File: src/rtl/srr_pkg.sv
// Shared constants, types and helpers for the selective-repeat receiver.
`default_nettype none
package srr_pkg;

   localparam int WINDOW_SLOTS = 8;
   localparam int SEQ_SPACE    = 16;
   localparam int NUM_SENDERS  = 8;
   localparam int PAYLOAD_BITS = 64;

   localparam int ID_BITS     = 3;
   localparam int SEQ_BITS    = 4;
   localparam int TYPE_BITS   = 2;
   localparam int PORT_PAY    = 64;
   localparam int SLOT_BITS   = (WINDOW_SLOTS > 1) ? $clog2(WINDOW_SLOTS) : 1;
   localparam int SRC_BITS    = (NUM_SENDERS > 1) ? $clog2(NUM_SENDERS) : 1;
   localparam int ADDR_BITS   = SRC_BITS + SLOT_BITS;
   localparam int TOTAL_SLOTS = NUM_SENDERS * WINDOW_SLOTS;
   localparam int ENTRY_BITS  = TYPE_BITS + PAYLOAD_BITS;

   localparam logic RESULT_ACK     = 1'b0;
   localparam logic RESULT_DELIVER = 1'b1;

   typedef enum logic [2:0] {
      ST_IDLE = 3'b001,
      ST_ACK  = 3'b010,
      ST_REL  = 3'b100
   } state_type;

   // Advance a sequence number modulo the sequence space.
   function automatic logic [SEQ_BITS-1:0] seq_inc(input logic [SEQ_BITS-1:0] s);
      logic [SEQ_BITS-1:0] r;
      if (int'(s) == SEQ_SPACE - 1) begin
         r = '0;
      end else begin
         r = s + 1'b1;
      end
      return r;
   endfunction

   // Slot of a sequence number within its sender's window.
   function automatic logic [SLOT_BITS-1:0] seq_slot(input logic [SEQ_BITS-1:0] s);
      return SLOT_BITS'(int'(s) % WINDOW_SLOTS);
   endfunction

endpackage
`default_nettype wire

File: src/rtl/srr_slot_ram.sv
// Single-port-write, single-port-read slot memory with registered read data.
`default_nettype none
module srr_slot_ram #(
   parameter int DEPTH = 64,
   parameter int WIDTH = 66
) (
   input  wire logic                     clock,
   input  wire logic                     wr_en,
   input  wire logic [$clog2(DEPTH)-1:0] wr_addr,
   input  wire logic [WIDTH-1:0]         wr_data,
   input  wire logic [$clog2(DEPTH)-1:0] rd_addr,
   output logic      [WIDTH-1:0]         rd_data
);

   logic [WIDTH-1:0] mem [DEPTH];

   always_ff @(posedge clock) begin
      if (wr_en) begin
         mem[wr_addr] <= wr_data;
      end
   end

   // Read returns the old contents on a same-address write.
   always_ff @(posedge clock) begin
      rd_data <= mem[rd_addr];
   end

endmodule
`default_nettype wire

File: src/rtl/selective_repeat_receiver_top.sv
// Top level of the selective-repeat receiver with per-sender windows.
// An accepted frame gives its ack in the cycle after acceptance, then one delivery
// per cycle for each of the k frames released (k = 0..8).
// The release walk reads one slot of the slot memory per cycle, which sets the rate.
// Dropped frames give no result and leave the receiver idle. Results cannot be stalled.
// Synchronous reset clears all windows, filled marks and own_id; no clearing pass.
`default_nettype none
module selective_repeat_receiver_top
   import srr_pkg::*;
(
   input  wire logic                 clock,
   input  wire logic                 reset,
   input  wire logic                 start,
   output logic                      busy,
   input  wire logic                 req_crc_ok,
   input  wire logic [ID_BITS-1:0]   req_dest_id,
   input  wire logic [ID_BITS-1:0]   req_src_id,
   input  wire logic [SEQ_BITS-1:0]  req_seq_num,
   input  wire logic [TYPE_BITS-1:0] req_frag_type,
   input  wire logic [PORT_PAY-1:0]  req_payload,
   output logic                      rsp_strobe,
   output logic                      rsp_result_kind,
   output logic [ID_BITS-1:0]        rsp_peer_id,
   output logic [SEQ_BITS-1:0]       rsp_out_seq,
   output logic [TYPE_BITS-1:0]      rsp_out_type,
   output logic [PORT_PAY-1:0]       rsp_out_payload,
   output logic                      rsp_last,
   input  wire logic                 csr_valid,
   output logic                      csr_ready,
   input  wire logic [ID_BITS-1:0]   csr_own_id
);

   state_type                state_ff, state_in;
   logic [ID_BITS-1:0]       own_id_ff;
   logic [TOTAL_SLOTS-1:0]   filled_ff, filled_in;
   logic [SEQ_BITS-1:0]      exp_ff [NUM_SENDERS];
   logic [SRC_BITS-1:0]      src_ff;
   logic [SEQ_BITS-1:0]      seq_ff;
   logic [TYPE_BITS-1:0]     type_ff;
   logic [PAYLOAD_BITS-1:0]  pay_ff;
   logic [SEQ_BITS-1:0]      cur_ff, cur_in;
   logic                     fwd_ff, fwd_in;

   logic                     accept, keep;
   logic [SEQ_BITS-1:0]      exp_rd, win_off;
   logic                     in_win, store, rel_go, nxt_go;
   logic [SLOT_BITS-1:0]     st_slot, exp_slot, cur_slot, nxt_slot;
   logic [ADDR_BITS-1:0]     st_addr, rd_addr;
   logic [ENTRY_BITS-1:0]    ram_rdata, entry;
   logic                     exp_we;

   assign accept    = start && !busy;
   assign busy      = (state_ff != ST_IDLE);
   assign csr_ready = 1'b1;
   assign keep      = req_crc_ok && (req_dest_id == own_id_ff)
                      && (int'(req_src_id) < NUM_SENDERS);

   // Store decision for the held frame.
   assign exp_rd   = exp_ff[src_ff];
   assign win_off  = seq_ff - exp_rd;
   assign in_win   = (int'(seq_ff) < SEQ_SPACE) && (int'(win_off) < WINDOW_SLOTS);
   assign st_slot  = seq_slot(seq_ff);
   assign st_addr  = {src_ff, st_slot};
   assign store    = (state_ff == ST_ACK) && in_win && !filled_ff[st_addr];
   assign exp_slot = seq_slot(exp_rd);
   assign rel_go   = filled_ff[{src_ff, exp_slot}] || (store && (st_slot == exp_slot));

   // Release walk.
   assign cur_slot = seq_slot(cur_ff);
   assign nxt_slot = seq_slot(seq_inc(cur_ff));
   assign nxt_go   = filled_ff[{src_ff, nxt_slot}] && (nxt_slot != cur_slot);
   assign entry    = fwd_ff ? {type_ff, pay_ff} : ram_rdata;

   always_comb begin
      state_in  = state_ff;
      filled_in = filled_ff;
      cur_in    = cur_ff;
      fwd_in    = 1'b0;
      exp_we    = 1'b0;
      rd_addr   = {src_ff, exp_slot};
      unique case (state_ff)
         ST_IDLE: begin
            if (accept && keep) begin
               state_in = ST_ACK;
            end
         end
         ST_ACK: begin
            if (store) begin
               filled_in[st_addr] = 1'b1;
            end
            cur_in   = exp_rd;
            fwd_in   = store && (st_slot == exp_slot);
            state_in = rel_go ? ST_REL : ST_IDLE;
         end
         ST_REL: begin
            filled_in[{src_ff, cur_slot}] = 1'b0;
            cur_in   = seq_inc(cur_ff);
            exp_we   = 1'b1;
            rd_addr  = {src_ff, nxt_slot};
            state_in = nxt_go ? ST_REL : ST_IDLE;
         end
         default: begin
            state_in = ST_IDLE;
         end
      endcase
   end

   always_comb begin
      rsp_strobe      = 1'b0;
      rsp_result_kind = RESULT_ACK;
      rsp_peer_id     = ID_BITS'(src_ff);
      rsp_out_seq     = seq_ff;
      rsp_out_type    = '0;
      rsp_out_payload = '0;
      rsp_last        = 1'b0;
      unique case (state_ff)
         ST_ACK: begin
            rsp_strobe = 1'b1;
            rsp_last   = !rel_go;
         end
         ST_REL: begin
            rsp_strobe      = 1'b1;
            rsp_result_kind = RESULT_DELIVER;
            rsp_out_seq     = cur_ff;
            rsp_out_type    = entry[ENTRY_BITS-1 -: TYPE_BITS];
            rsp_out_payload = PORT_PAY'(entry[PAYLOAD_BITS-1:0]);
            rsp_last        = !nxt_go;
         end
         default: begin
            rsp_strobe = 1'b0;
         end
      endcase
   end

   always_ff @(posedge clock) begin
      if (reset) begin
         state_ff  <= ST_IDLE;
         own_id_ff <= '0;
         filled_ff <= '0;
         fwd_ff    <= 1'b0;
         for (int i = 0; i < NUM_SENDERS; i++) begin
            exp_ff[i] <= '0;
         end
      end else begin
         state_ff  <= state_in;
         filled_ff <= filled_in;
         fwd_ff    <= fwd_in;
         if (csr_valid && csr_ready) begin
            own_id_ff <= csr_own_id;
         end
         if (exp_we) begin
            exp_ff[src_ff] <= cur_in;
         end
      end
   end

   // Hold the accepted transaction and the walk position.
   always_ff @(posedge clock) begin
      cur_ff <= cur_in;
      if (accept) begin
         src_ff  <= SRC_BITS'(req_src_id);
         seq_ff  <= req_seq_num;
         type_ff <= req_frag_type;
         pay_ff  <= req_payload[PAYLOAD_BITS-1:0];
      end
   end

   srr_slot_ram #(
      .DEPTH(TOTAL_SLOTS),
      .WIDTH(ENTRY_BITS)
   ) u_slot_ram (
      .clock  (clock),
      .wr_en  (store),
      .wr_addr(st_addr),
      .wr_data({type_ff, pay_ff}),
      .rd_addr(rd_addr),
      .rd_data(ram_rdata)
   );

`ifndef SYNTHESIS
   a_strobe_busy: assert property (@(posedge clock) disable iff (reset)
      rsp_strobe |-> busy)
      else $error("result outside a transaction");

   a_no_gap: assert property (@(posedge clock) disable iff (reset)
      (rsp_strobe && !rsp_last) |=> (rsp_strobe && rsp_result_kind == RESULT_DELIVER))
      else $error("delivery missing after non-final result");

   a_last_idle: assert property (@(posedge clock) disable iff (reset)
      (rsp_strobe && rsp_last) |=> !busy)
      else $error("still busy after final result");

   a_deliver_follows: assert property (@(posedge clock) disable iff (reset)
      (rsp_strobe && rsp_result_kind == RESULT_DELIVER) |-> $past(rsp_strobe))
      else $error("delivery without preceding result");
`endif

endmodule
`default_nettype wire
File: config.mk
export PLATFORM = sky130hd
export DESIGN_NAME = selective_repeat_receiver_top
export DESIGN_NICKNAME = d
export VERILOG_FILES = /design/src/rtl/srr_pkg.sv /design/src/rtl/srr_slot_ram.sv /design/src/rtl/selective_repeat_receiver_top.sv
export SDC_FILE = /design/constraint.sdc
export NUM_CORES = 2
export LEC_CHECK = 0
export BUFFER_PORTS_ARGS = -buffer_cell sky130_fd_sc_hd__buf_2
export CORE_MARGIN = 2
export CORE_UTILIZATION = 35
export CTS_BUF_LIST = sky130_fd_sc_hd__clkbuf_2 sky130_fd_sc_hd__clkbuf_4 sky130_fd_sc_hd__clkbuf_8
export DETAILED_ROUTE_END_ITERATION = 8
export GPL_TIMING_DRIVEN = 0
export MAX_ROUTING_LAYER = met4
export PLACE_DENSITY = 0.46
export SYNTH_ARGS = -nofsm -noshare
export SYNTH_HDL_FRONTEND = slang
export SYNTH_HIERARCHICAL = 1
export SYNTH_MEMORY_MAX_BITS = 65536
export SYNTH_SLANG_ARGS = --single-unit
File: constraint.sdc
create_clock -name clock -period 15.35 [get_ports clock]
set_input_delay 0.7675 -clock clock [delete_from_list [all_inputs] [get_ports clock]]
set_output_delay 0.7675 -clock clock [all_outputs]
set_load 0.02 [all_outputs]
==> impl_results.rst <==
.. list-table::
   :header-rows: 1

   * - Metric
     - Value
   * - Number of distinct library cell variants in the gate-level netlist after synthesis
     - 57
   * - Hold wc startpoint
     - req_payload[44]
   * - Clock input transition at the sequential cells of the worst setup and hold paths
     - 0.06 ns
   * - Die Ht
     - 702 um
   * - Number of enable-type register cells in the synthesized netlist
     - 4329
   * - Most common cell type on the critical path
     - sky130_fd_sc_hd__clkbuf_1
   * - Total CTS buffers
     - 750
   * - Via density per instance
     - 5.64
   * - Filler-free cell count of the finished design
     - 16400
   * - Remaining antenna violation count after routing
     - 0
   * - Final global-route overflow total
     - 0
   * - Detailed placement HPWL
     - 426 mm
   * - Placeable core region
     - 0.486 mm^2
   * - Worst hold path endpoint
     - pay_ff[44]
   * - Violations in the final reports
     - capacitance limit, slew limit
   * - Total number of placement rows
     - 256
   * - Family with the most delay on the worst path
     - buffers and inverters
   * - Element type at the critical path start
     - flop
   * - Weighted congestion reported at the end of routability-driven placement
     - 0.878
   * - Longest Clk Path Bufs
     - 4
   * - Reg2reg setup slack
     - 8.25 ns
   * - Mapped Nets
     - 7948
   * - Type of the worst setup path
     - reg2reg
   * - Arrival time reported for the critical path endpoint
     - 8.31 ns
   * - Setup-violating endpoint count in the final report
     - 0
   * - Worst Path Max Fanout
     - 10
   * - Number of synthesized register bits
     - 4473
   * - Setup repair after global routing missed its margin
     - false
   * - Share of synthesized area occupied by flip-flops and latches
     - 78.0%
   * - Most frequent cells in the layout
     - sky130_fd_sc_hd__edfxtp_1, sky130_fd_sc_hd__mux4_2, sky130_fd_sc_hd__clkbuf_8, sky130_fd_sc_hd__o22ai_1, sky130_fd_sc_hd__clkbuf_4
   * - Tot GR Track Use
     - 25.0%
   * - Effective utilization at floorplan
     - 35.1%
   * - FF/Latch Area
     - 0.133 mm^2
   * - Status
     - complete, but fails checks
   * - Count of maximum capacitance violations
     - 10
   * - Worst stage delay on the critical path
     - 1.24 ns
   * - Total DRC errors in the routed layout
     - 0
   * - Worst slew slack as a fraction of its limit
     - -7.16%
   * - Number of warnings issued by yosys
     - 6
   * - End of the worst register-to-register path
     - u_slot_ram/rd_data[13]
   * - Max-slew violation count
     - 59
   * - Transition time at the pin with the least slew margin
     - 1.59 ns
   * - Sum of buffers and inverters on the critical path
     - 4
   * - Multi-input gate area in the final layout
     - 0.0360 mm^2
   * - Initial DRC count
     - 11800
   * - Critical path's slowest cell
     - sky130_fd_sc_hd__nor4_1
   * - Setup clock skew after layout
     - 0.110 ns
   * - Placed Cells incl. Taps
     - 14900
   * - Synthesized cell area
     - 0.170 mm^2
   * - Global-route wire length before repair
     - 809 mm
   * - Most frequent standard cell in the layout excluding fill and tap cells
     - sky130_fd_sc_hd__edfxtp_1
   * - Area growth from synthesis to final layout
     - 20.3%
   * - Via count of the routed design
     - 92600
   * - Class of the worst hold path
     - in2reg
   * - Count of cells along the worst hold path
     - 2
   * - Initial antenna violation count
     - 67
   * - Detailed-router iteration count before antenna repair
     - 6
   * - Top Ports
     - 162
   * - Clock tree from TritonCTS
     - yes
   * - Clk Latency, worst-skew pair
     - 1.33 ns
   * - Time the worst path needs with I/O delays and setup
     - 7.10 ns
   * - Ratio of cells with drive above 1 in the final layout
     - 32.3%
   * - Cell-by-cell listing of the critical path
     - clkbuf_1 > mux4_2 > mux2i_1 > mux2i_1 > buf_2 > or3_1 > clkbuf_1 > clkbuf_1 > o22ai_1 > nor4_1 > o22a_1
   * - Final WL
     - 609 mm
   * - Number of gates resized after cts
     - 0
   * - IO Port Bufs
     - 159
   * - Data required, critical path
     - 16.56 ns
   * - Post-detailed-route wirelength per cell
     - 37.1 um
   * - Post-synthesis average cell area
     - 21.7 um^2
   * - Number of standard cells after synthesis
     - 7859
   * - Die X-Extent
     - 702 um
   * - Full die area
     - 0.492 mm^2
   * - Final net count
     - 9386
   * - Static power due to leakage
     - 0.0641 uW
   * - Flip-flop cell with the highest count after synthesis
     - sky130_fd_sc_hd__edfxtp_1
   * - Maximum number of pins on one net before global-route repair
     - 49
   * - Final-report hold violation count
     - 0
   * - Share of the clock period used by the worst path
     - 46.3%
   * - CTS HTree Levels
     - 6
   * - Achievable clock frequency
     - 141 MHz
   * - Via count of the first global-routing pass
     - 92200
   * - Cell chosen for the clock root
     - sky130_fd_sc_hd__clkbuf_8
   * - Depth of the worst register-to-register path
     - 11
   * - CTS sink count
     - 4473
   * - Number of filler cells placed in the layout
     - 42700
   * - Peak supply drop
     - 0.000101 V
   * - Final Total Pwr
     - 27100 uW
   * - Endpoint type of the worst setup path
     - flop
   * - Synth async-reset ratio
     - 0%
   * - Pwr/cell area
     - 132 mW/mm^2
power breakdown:
part           switching (uW)  total (uW)  internal [uW]
sequential               75.6       13500          13500
combinational            1930        3110           1170
clock                    4940       10500           5550
logic make-up after synthesis:
group,share of synthesized area [%]
flops,78.0
mux,15.1
compound gates,3.50
simple gates,1.98
buf+inv,1.37
fa+ha+maj,0.0367
xor+xnor,0.0338
other cells,0.00220
synthesized netlist by cell type (4+ instances only):
| cell type | count | area share (%) |
|---|---|---|
| sky130_fd_sc_hd__o221ai_1 | 69 | 0.35 |
| sky130_fd_sc_hd__clkbuf_1 | 242 | 0.53 |
| sky130_fd_sc_hd__dfxtp_1 | 144 | 1.7 |
| sky130_fd_sc_hd__a211oi_1 | 109 | 0.48 |
| sky130_fd_sc_hd__mux4_2 | 1036 | 14 |
| sky130_fd_sc_hd__nand2b_1 | 22 | 0.081 |
| sky130_fd_sc_hd__nand3_1 | 42 | 0.12 |
| sky130_fd_sc_hd__nor3_1 | 60 | 0.18 |
| sky130_fd_sc_hd__a22oi_1 | 73 | 0.32 |
| sky130_fd_sc_hd__mux2_2 | 14 | 0.093 |
| sky130_fd_sc_hd__mux2i_1 | 224 | 1.3 |
| sky130_fd_sc_hd__buf_2 | 115 | 0.34 |
| sky130_fd_sc_hd__ha_1 | 5 | 0.037 |
| sky130_fd_sc_hd__a31oi_1 | 12 | 0.044 |
| sky130_fd_sc_hd__a21oi_1 | 96 | 0.28 |
| sky130_fd_sc_hd__nand4_1 | 5 | 0.018 |
| sky130_fd_sc_hd__buf_1 | 43 | 0.095 |
| sky130_fd_sc_hd__o211ai_1 | 8 | 0.035 |
| sky130_fd_sc_hd__nand2_1 | 73 | 0.16 |
| sky130_fd_sc_hd__o22a_1 | 56 | 0.29 |
| sky130_fd_sc_hd__nor3b_1 | 4 | 0.018 |
| sky130_fd_sc_hd__or2_2 | 8 | 0.029 |
| sky130_fd_sc_hd__buf_6 | 21 | 0.14 |
| sky130_fd_sc_hd__o22ai_1 | 324 | 1.2 |
| sky130_fd_sc_hd__and3_1 | 11 | 0.040 |
| sky130_fd_sc_hd__o21ai_0 | 76 | 0.22 |
| sky130_fd_sc_hd__edfxtp_1 | 4329 | 76 |
| sky130_fd_sc_hd__inv_1 | 7 | 0.015 |
| sky130_fd_sc_hd__nand3b_1 | 5 | 0.022 |
| sky130_fd_sc_hd__buf_4 | 55 | 0.24 |
| sky130_fd_sc_hd__and2_1 | 6 | 0.022 |
| sky130_fd_sc_hd__nor4_1 | 57 | 0.21 |
| sky130_fd_sc_hd__nor2_1 | 309 | 0.68 |
| sky130_fd_sc_hd__nor2b_1 | 93 | 0.34 |
| sky130_fd_sc_hd__o21ai_1 | 66 | 0.19 |
metal layers:
layer | up-vias | GRT usage [%] | part of all wire, %
met5 | - | - | 0
met3 | 841 | 5.67 | 8.7
met2 | 4399 | 38.4 | 47
li1 | 36500 | - | -
met1 | 50900 | 33.7 | 42
met4 | 0 | 7.07 | 3.0
through the flow:
step	utilization, %	setup TNS [ns]	hold slack, ns	area (um^2)	setup WS [ns]
floorplan	-	0	0.481	170000	7.20
global placement	36.9	-249.50	0.508	179000	-2.07
detailed placement	39.0	0	0.517	189000	8.40
CTS	42.2	0	0.0140	205000	8.40
global route	42.2	0	0.108	205000	8.44
finish	42.2	0	0.163	205000	8.25
flip-flops by register name, summed over array words and instances (netlist names), named ones only:
signal,count
u_slot_ram/mem,4224
u_slot_ram/rd_data,66
filled_ff,64
pay_ff,64
exp_ff,32
cur_ff,4
seq_ff,4
own_id_ff,3
rsp_peer_id,3
state_ff,3
type_ff,2
fwd_ff,1
layout make-up:
class	count	share of cell area (%)
Antenna cell	56	0.0684
Timing Repair Buffer	686	5.29
Sequential cell	4473	64.8
Buffer	476	1.14
Clock buffer	1077	6.32
Inverter	11	0.0201
Tap cell	6450	3.94
Clock inverter	299	0.850
Multi-Input combinational cell	2899	17.6
how the worst max path moves through the flow:
stage	from	to	slack [ns]	depth (start not counted)
6_report	flop	u_slot_ram/rd_data[13]	8.25	11
5_1_grt	flop	u_slot_ram/rd_data[13]	8.44	11
4_1_cts	flop	u_slot_ram/rd_data[13]	8.40	11
3_5_place_dp	flop	u_slot_ram/rd_data[13]	8.40	11
3_3_place_gp	flop	u_slot_ram/mem[49][46]	-2.07	15
2_1_floorplan	flop	u_slot_ram/mem[48][0]	7.20	18
what timing repair did:
item / 4_1_cts / 5_1_grt
hold buffers: 81 / 0
hold endpoints to repair: 80 / 0
buffers inserted: 0 / 0
Note: power is estimated with default switching activity, not from simulation.
